[src/tnm_pkg.sv]
// Shared types and constants for the timestamp nearest-match join.
package tnm_pkg;

    localparam int OFF_W   = 32;
    localparam int TIME_W  = 48;
    localparam int TOL_W   = 32;
    localparam int CNT_W   = 6;
    localparam int Q_DEPTH = 2;

    localparam logic [TOL_W-1:0] TOL_RESET = 32'd100;

    localparam logic [1:0] OP_LOAD_FIRST  = 2'd0;
    localparam logic [1:0] OP_LOAD_SECOND = 2'd1;
    localparam logic [1:0] OP_RUN         = 2'd2;

    typedef enum logic [1:0] {
        CMD_LOAD_FIRST,
        CMD_LOAD_SECOND,
        CMD_RUN
    } t_cmd;

    typedef enum logic [2:0] {
        ST_IDLE,
        ST_READ,
        ST_GAP,
        ST_DECIDE,
        ST_EMIT,
        ST_SUMMARY
    } t_state;

    typedef struct packed {
        logic [OFF_W-1:0]  offset;
        logic [TIME_W-1:0] time_ns;
    } t_rec;

    typedef struct packed {
        t_cmd cmd;
        t_rec rec;
    } t_entry;

endpackage

[src/tnm_in_if.sv]
// Input channel: record loads and run commands.
interface tnm_in_if;
    logic                      valid;
    logic                      ready;
    logic [1:0]                opcode;
    logic [tnm_pkg::OFF_W-1:0]  record_offset;
    logic [tnm_pkg::TIME_W-1:0] record_time_ns;

    modport source (output valid, output opcode, output record_offset,
                    output record_time_ns, input ready);
    modport sink (input valid, input opcode, input record_offset,
                  input record_time_ns, output ready);
endinterface

[src/tnm_front.sv]
// Front end: accepts input transfers, decodes opcodes and queues commands.
module tnm_front (
    input  logic            i_clk,
    input  logic            i_rst_n,
    tnm_in_if.sink          i_in,
    output tnm_pkg::t_entry o_cmd,
    output logic            o_cmd_valid,
    input  logic            i_cmd_ready
);
    import tnm_pkg::*;

    t_entry     r_q [Q_DEPTH];
    logic       r_wp;
    logic       r_rp;
    logic [1:0] r_cnt;
    logic       w_keep;
    t_cmd       w_cmd;
    logic       w_push;
    logic       w_pop;

    // Unused opcodes are taken and dropped here; they never reach the back end.
    always_comb begin
        w_keep = 1'b1;
        w_cmd  = CMD_RUN;
        unique case (i_in.opcode)
            OP_LOAD_FIRST:  w_cmd = CMD_LOAD_FIRST;
            OP_LOAD_SECOND: w_cmd = CMD_LOAD_SECOND;
            OP_RUN:         w_cmd = CMD_RUN;
            default:        w_keep = 1'b0;
        endcase
    end

    assign i_in.ready  = (r_cnt != 2'(Q_DEPTH));
    assign w_push      = i_in.valid && i_in.ready && w_keep;
    assign o_cmd_valid = (r_cnt != 2'd0);
    assign w_pop       = o_cmd_valid && i_cmd_ready;
    assign o_cmd       = r_q[r_rp];

    always_ff @(posedge i_clk) begin
        if (w_push) begin
            r_q[r_wp] <= '{cmd: w_cmd,
                           rec: '{offset: i_in.record_offset, time_ns: i_in.record_time_ns}};
        end
    end

    always_ff @(posedge i_clk) begin
        if (!i_rst_n) begin
            r_wp  <= 1'b0;
            r_rp  <= 1'b0;
            r_cnt <= 2'd0;
        end else begin
            if (w_push) begin
                r_wp <= ~r_wp;
            end
            if (w_pop) begin
                r_rp <= ~r_rp;
            end
            if (w_push && !w_pop) begin
                r_cnt <= r_cnt + 2'd1;
            end else if (w_pop && !w_push) begin
                r_cnt <= r_cnt - 2'd1;
            end
        end
    end

endmodule

[src/flat_wrapper.sv]
// flat-port wrapper written by rule: the top's interface ports become plain ports
module tnm_front_flat import tnm_pkg::*;
  (i_clk, i_rst_n, o_cmd, o_cmd_valid, i_cmd_ready, i_in_valid, i_in_opcode, i_in_record_offset, i_in_record_time_ns, i_in_ready);
  tnm_in_if i_in_i ();
  input  logic i_clk;
  input  logic i_rst_n;
  output tnm_pkg::t_entry o_cmd;
  output logic o_cmd_valid;
  input  logic i_cmd_ready;
  input wire logic [$bits(i_in_i.valid)-1:0] i_in_valid;
  input wire logic [$bits(i_in_i.opcode)-1:0] i_in_opcode;
  input wire logic [$bits(i_in_i.record_offset)-1:0] i_in_record_offset;
  input wire logic [$bits(i_in_i.record_time_ns)-1:0] i_in_record_time_ns;
  output wire logic [$bits(i_in_i.ready)-1:0] i_in_ready;
  assign i_in_i.valid = i_in_valid;
  assign i_in_i.opcode = i_in_opcode;
  assign i_in_i.record_offset = i_in_record_offset;
  assign i_in_i.record_time_ns = i_in_record_time_ns;
  assign i_in_ready = i_in_i.ready;
  tnm_front u_core (.i_clk(i_clk), .i_rst_n(i_rst_n), .i_in(i_in_i), .o_cmd(o_cmd), .o_cmd_valid(o_cmd_valid), .i_cmd_ready(i_cmd_ready));
endmodule
[config.mk]
export PLATFORM = sky130hd
export DESIGN_NAME = tnm_front_flat
export DESIGN_NICKNAME = d
export VERILOG_FILES = /design/src/tnm_pkg.sv /design/src/tnm_in_if.sv /design/src/tnm_front.sv /design/src/flat_wrapper.sv
export SDC_FILE = /design/constraint.sdc
export NUM_CORES = 1
export LEC_CHECK = 0
export BUFFER_PORTS_ARGS = -buffer_cell sky130_fd_sc_hd__buf_2
export CAP_MARGIN = 10
export CORE_ASPECT_RATIO = 1.1
export CORE_MARGIN = 2
export CORE_UTILIZATION = 35
export DETAILED_ROUTE_END_ITERATION = 7
export MAX_ROUTING_LAYER = met4
export PLACE_DENSITY = 0.61
export SYNTH_ARGS = -nofsm -noshare
export SYNTH_HDL_FRONTEND = slang
export SYNTH_SLANG_ARGS = --single-unit
[constraint.sdc]
create_clock -name i_clk -period 14.2 [get_ports i_clk]
set_input_delay 0.71 -clock i_clk [delete_from_list [all_inputs] [get_ports i_clk]]
set_output_delay 0.71 -clock i_clk [all_outputs]
set_load 0.005 [all_outputs]
# Yosys cells after proc, flatten, opt, wreduce, memory -nomap -nowiden
# Memories as Yosys holds them, arrays and structs flattened. A register that Yosys moved wholly into a read port is not among the register bits.
# Cells that the tools add are included.
[totals]
regBits = 4
ram_bits = 164
input_bits = 86
output_inout_bits = 84
word_cells = 30
mem_count = 1
[memory_table]
columns = ["name", "words", "word_bits", "rd", "rd_clocked_by_memory_dff", "wr", "line_no", "source"]
rows = [
  ["u_core.r_q", 2, 82, 1, 1, 1, "tnm_front.sv:12", "t_entry r_q [Q_DEPTH];"],
]
[classes]
n_addsub = 2
n_eq_ne = 3
muxes = 8
n_bitwise = 2
reduce_logical = 11
[ops]
columns = ["cell", "count"]
rows = [
  ["logical AND 1 bit", 5],
  ["two-way mux 1 bit", 5],
  ["two-way mux 2 bit", 2],
  ["one-hot mux 2 bit (2 select lines)", 1],
  ["nonzero test 2 bit", 2],
  ["OR reduction 3 bit", 1],
  ["adder 2 x 1 -> 2 bit, second input constant", 1],
  ["equality test 2 x 1 -> 1 bit, second input constant", 1],
  ["equality test 2 bit, second input constant", 1],
  ["logical NOT 1 bit", 2],
  ["logical NOT 2 bit", 1],
  ["inequality test 2 bit, second input constant", 1],
  ["NOT 1 bit", 2],
  ["subtractor 2 x 1 -> 2 bit, second input constant", 1],
]

# Depth between registers and ports, before layout
[logic_depth]
word_depth = 8
depth_mapped = 6
ltp_nobuf = 6

# Worst setup path after synthesis
# Ideal clock, no wire load.
[synth_timing]
path_kind = "input to register"
from = "input port i_in_opcode[0]"
to = "memory u_core.r_q[0][0] (netlist bit) (enable)"
setup_ps = 533
arrival_time_ps = 4612
required_ps = 13667
setup_slack_ps = 9056
cell_stages = 3
cell_sequence = "nand2_1 and3_1 nor2b_1"
[synth_between]
elab_chain_len = 6
word_cells_on_any_way = 8
[synth_rtl]
columns = ["item", "line_no", "source"]
rows = [
  ["start: declaration", "flat_wrapper.sv:11", "input wire logic [$bits(i_in_i.opcode)-1:0] i_in_opcode;"],
  ["equality test 2 bit (tied with other cells)", "tnm_front.sv:25", "unique case (i_in.opcode)"],
  ["OR reduction 3 bit (no line) *", "--", ""],
  ["two-way mux 1 bit *", "tnm_front.sv:25", ""],
  ["logical AND 1 bit *", "tnm_front.sv:34", "assign w_push = i_in.valid && i_in.ready && w_keep;"],
  ["named net u_core.w_push", "tnm_front.sv:18", "logic w_push;"],
  ["two-way mux 1 bit *", "tnm_front.sv:40", "if (w_push) begin"],
  ["two-way mux 1 bit (implied by the code) *", "tnm_front.sv:41", "r_q[r_wp] <= '{cmd: w_cmd,"],
  ["end: declaration", "tnm_front.sv:12", ""],
]
# The timed path passes the listed nets; every way through them passes the cells marked *.

==> results.md <==
* Worst slew margin at between 20% and 30%
* Avg Inst Size Synth at approximately 22 µm²
* Drt first pass iters at 4
* Final WL at approximately 11 mm
* CP startpoint kind: register
* Post-route cell area at 0.00786 mm²
* Row count at 50
* TNS Setup at 0 ns
* Setup WS pre-CTS at 10.99 ns
* GRT overflow at 0
* Largest net degree at the start of global routing at 47
* Hold Path Stages at 1
* DRC errors left at 0
* Worst min-delay path class: in -> reg
* Slowest cell on crit path: dfxtp_4
* Initial Utilization at 35.9%
* Synthesized Nets at 369
* Internal power at roughly 0.0010 W
* Setup Fix Bufs, Post-CTS at 0
* CTS Buffer Depth at 2
* First-pass GRT wire length at between 15 and 20 mm
* Initial drt markers at around 150
* Data arrival, critical path at 2.29 ns
* Share of post-route cells with drive strength above 1 at 60.1%
* IO Count at 170
* Crit-path cells: buf_4, mux2_2, buf_2
* Root buffer cell: clkbuf_16
* End of the worst hold path: u_core.r_q[0][26]
* Crit path kind: reg -> out
* H-tree Lvls at 4
* Crit. End Element: primary output
* Core box area at 0.0171 mm²
* Post-Syn Instances at about 280
* Worst reg2reg endpoint: u_core.r_q[0][74]
* IO Port Bufs at ~170
* Synth unique cells at 20
* Antenna violations before repair at 1
* Switching part of the total power at approximately a quarter
* CTS clk-pin slew, worst paths at roughly 0.06 ns
* Commonest non-fill, non-tap cell in the layout: buf_2
* Setup violations, final at 0
* Die height at 143 µm
* CP max stage delay at 0.67 ns
* Vias at 3,163
* Final worst slack at about 11 ns
* DR WL/cell at 15.9 µm
* Maximum fanout along the worst path at 46
* Seq/Total Area, Yosys at 81.6%
* Tcrit/Tclk final at 21.1%
* Reg2reg path depth at 4
* Clk sinks at 169
* RSZ-0062 raised after global routing: false
* Leakage power at 2.89 nW
* Gp weighted congestion at 0.704
* Hold Buf Count CTS at 0
* CTS buffer count at 17
* Netlist Area Pre-Place at between 0.006 and 0.007 mm²
* Gate power share at 19.9%
* Area Overhead vs Synth at 27.5%
* Worst-Margin Slew at 1.13 ns
* Crit path max-delay family: buffers and inverters
* Max Cap Violations at 0
* Synthesis-stage register bit count at 169
* TritonCTS clock tree: built
* Max Transition Viols Final at 0
* Status: finished, final reports clean
* Die X at 130 µm
* Hold_ws at 0.481 ns
* Clock Latency Late Sink at 0.41 ns
* Hpwl dp at 7.43 mm
* Worst vdd ir at ~0.094 mV
* Final hold vios at 0
* Most frequent cells in the layout: buf_2, edfxtp_1, mux2_2, clkbuf_16, dfxtp_1
* Post_cts resized at 0
* Clk pwr share at 33.1%
* Final net count at 550
* R2R Path Start: u_core.r_cnt[0]
* Vias per cell at 4.45
* Gr usage total at 12.5%
* Fin crit period at 3.00 ns
* HP Start: i_in_record_time_ns[26]
* Reg power frac at 47.0%
* Vias in the first global route at 3,319
* R2R setup slack at approximately 11 ns
* Area after DPL at just over 0.007 mm²
* Buf/Inv on CP at 2
* Switch Pwr at 0.000335 W
* Clock skew at 0.00567 ns
* Power density over cell area at 175 mW/mm²
* F_max at 0.334 GHz
* Die footprint at 0.0187 mm²
* Critical Path RT at ~13 ns
* YS warnings at 0
* Antenna-violating nets left at 0
* Final core utilization at 45.8%
worst reg2reg max path: cells and delay by family, from the launching register on:
kind	cells	cell delay, ns
buf+inv	1	0.67
flops	1	0.42
simple gates	3	1.31
per-stage QoR:
step                power (W)  cells
finish                0.00138    711
global route          0.00144    711
CTS                   0.00140    710
detailed placement   0.000940    678
global placement     0.000932    678
floorplan            0.000824    282
sequential cells by signal (all words and copies together), names as in the netlist, named ones only:
name	count
u_core.r_rp	1
u_core.r_wp	1
u_core.r_q	164
u_core.r_cnt	2
power by group through the flow:
stage / Combinational [W] / Sequential [W] / Clock (W)
final: 0.000274 / 0.000647 / 0.000455
after global placement: 0.000277 / 0.000655 / 0
after global routing: 0.000300 / 0.000655 / 0.000487
after floorplan: 0.000181 / 0.000644 / 0
after detailed placement: 0.000281 / 0.000659 / 0
after CTS: 0.000283 / 0.000649 / 0.000468
cells by family (layout without fill, tap and decap cells):
logic type               count (synthesis)  after routing  share of synthesized area (%)
AND/OR/NAND/NOR                         13             13                           1.24
multiplexers                            83             83                           15.2
flip-flops                             169            169                           81.6
adder cells (fa/ha/maj)                  1              1                          0.203
XOR/XNOR                                 3              3                          0.427
AO/OA/AOI/OAI                            3              3                          0.284
other                                    0              1                              0
buffers and inverters                   10            204                           1.12
cell usage after synthesis:
library cell / count / share of area (%)
nand2b_1: 2 / 0.20
mux2i_1: 1 / 0.16
xor2_1: 1 / 0.14
mux2_2: 82 / 15
o21ai_1: 1 / 0.081
or3_1: 1 / 0.10
clkbuf_1: 1 / 0.061
nand2_1: 2 / 0.12
a21boi_1: 1 / 0.12
dfxtp_1: 5 / 1.6
o21ai_0: 1 / 0.081
ha_1: 1 / 0.20
nor2b_1: 2 / 0.20
and3_1: 1 / 0.10
or2_2: 1 / 0.10
buf_2: 1 / 0.081
and2_1: 4 / 0.41
buf_4: 8 / 0.98
edfxtp_1: 164 / 80
xnor2_1: 2 / 0.28
worst max path at each step:
stage	to	start	cells after the start
2_1_floorplan	u_core.r_q[0][0]	i_in_opcode[0]	3
3_3_place_gp	u_core.r_q[0][81]	i_in_opcode[1]	5
3_5_place_dp	u_core.r_q[0][76]	i_in_opcode[1]	5
4_1_cts	o_cmd[70]	register	3
5_1_grt	o_cmd[48]	register	3
6_report	o_cmd[10]	register	3
per-layer routing:
metal	wire length (µm)	GRT usage, %	vias to the layer above	share of wire (%)
li1	-	-	1477	-
met2	5800	20.8	108	51
met1	4600	13.3	1567	41
met4	129	4.59	0	1.1
met5	0	-	-	0
met3	806	5.06	11	7.1
area by class of cell:
cell class                      count  area, µm²
Clock buffer                       19        433
Clock inverter                     13        154
Multi-Input combinational cell    103       1080
Sequential cell                   169       5030
Antenna cell                        1       2.50
Tap cell                          234        293
Timing Repair Buffer              172        868
Fill cell                        1541       9290
Power figures use the tool's default switching activity.
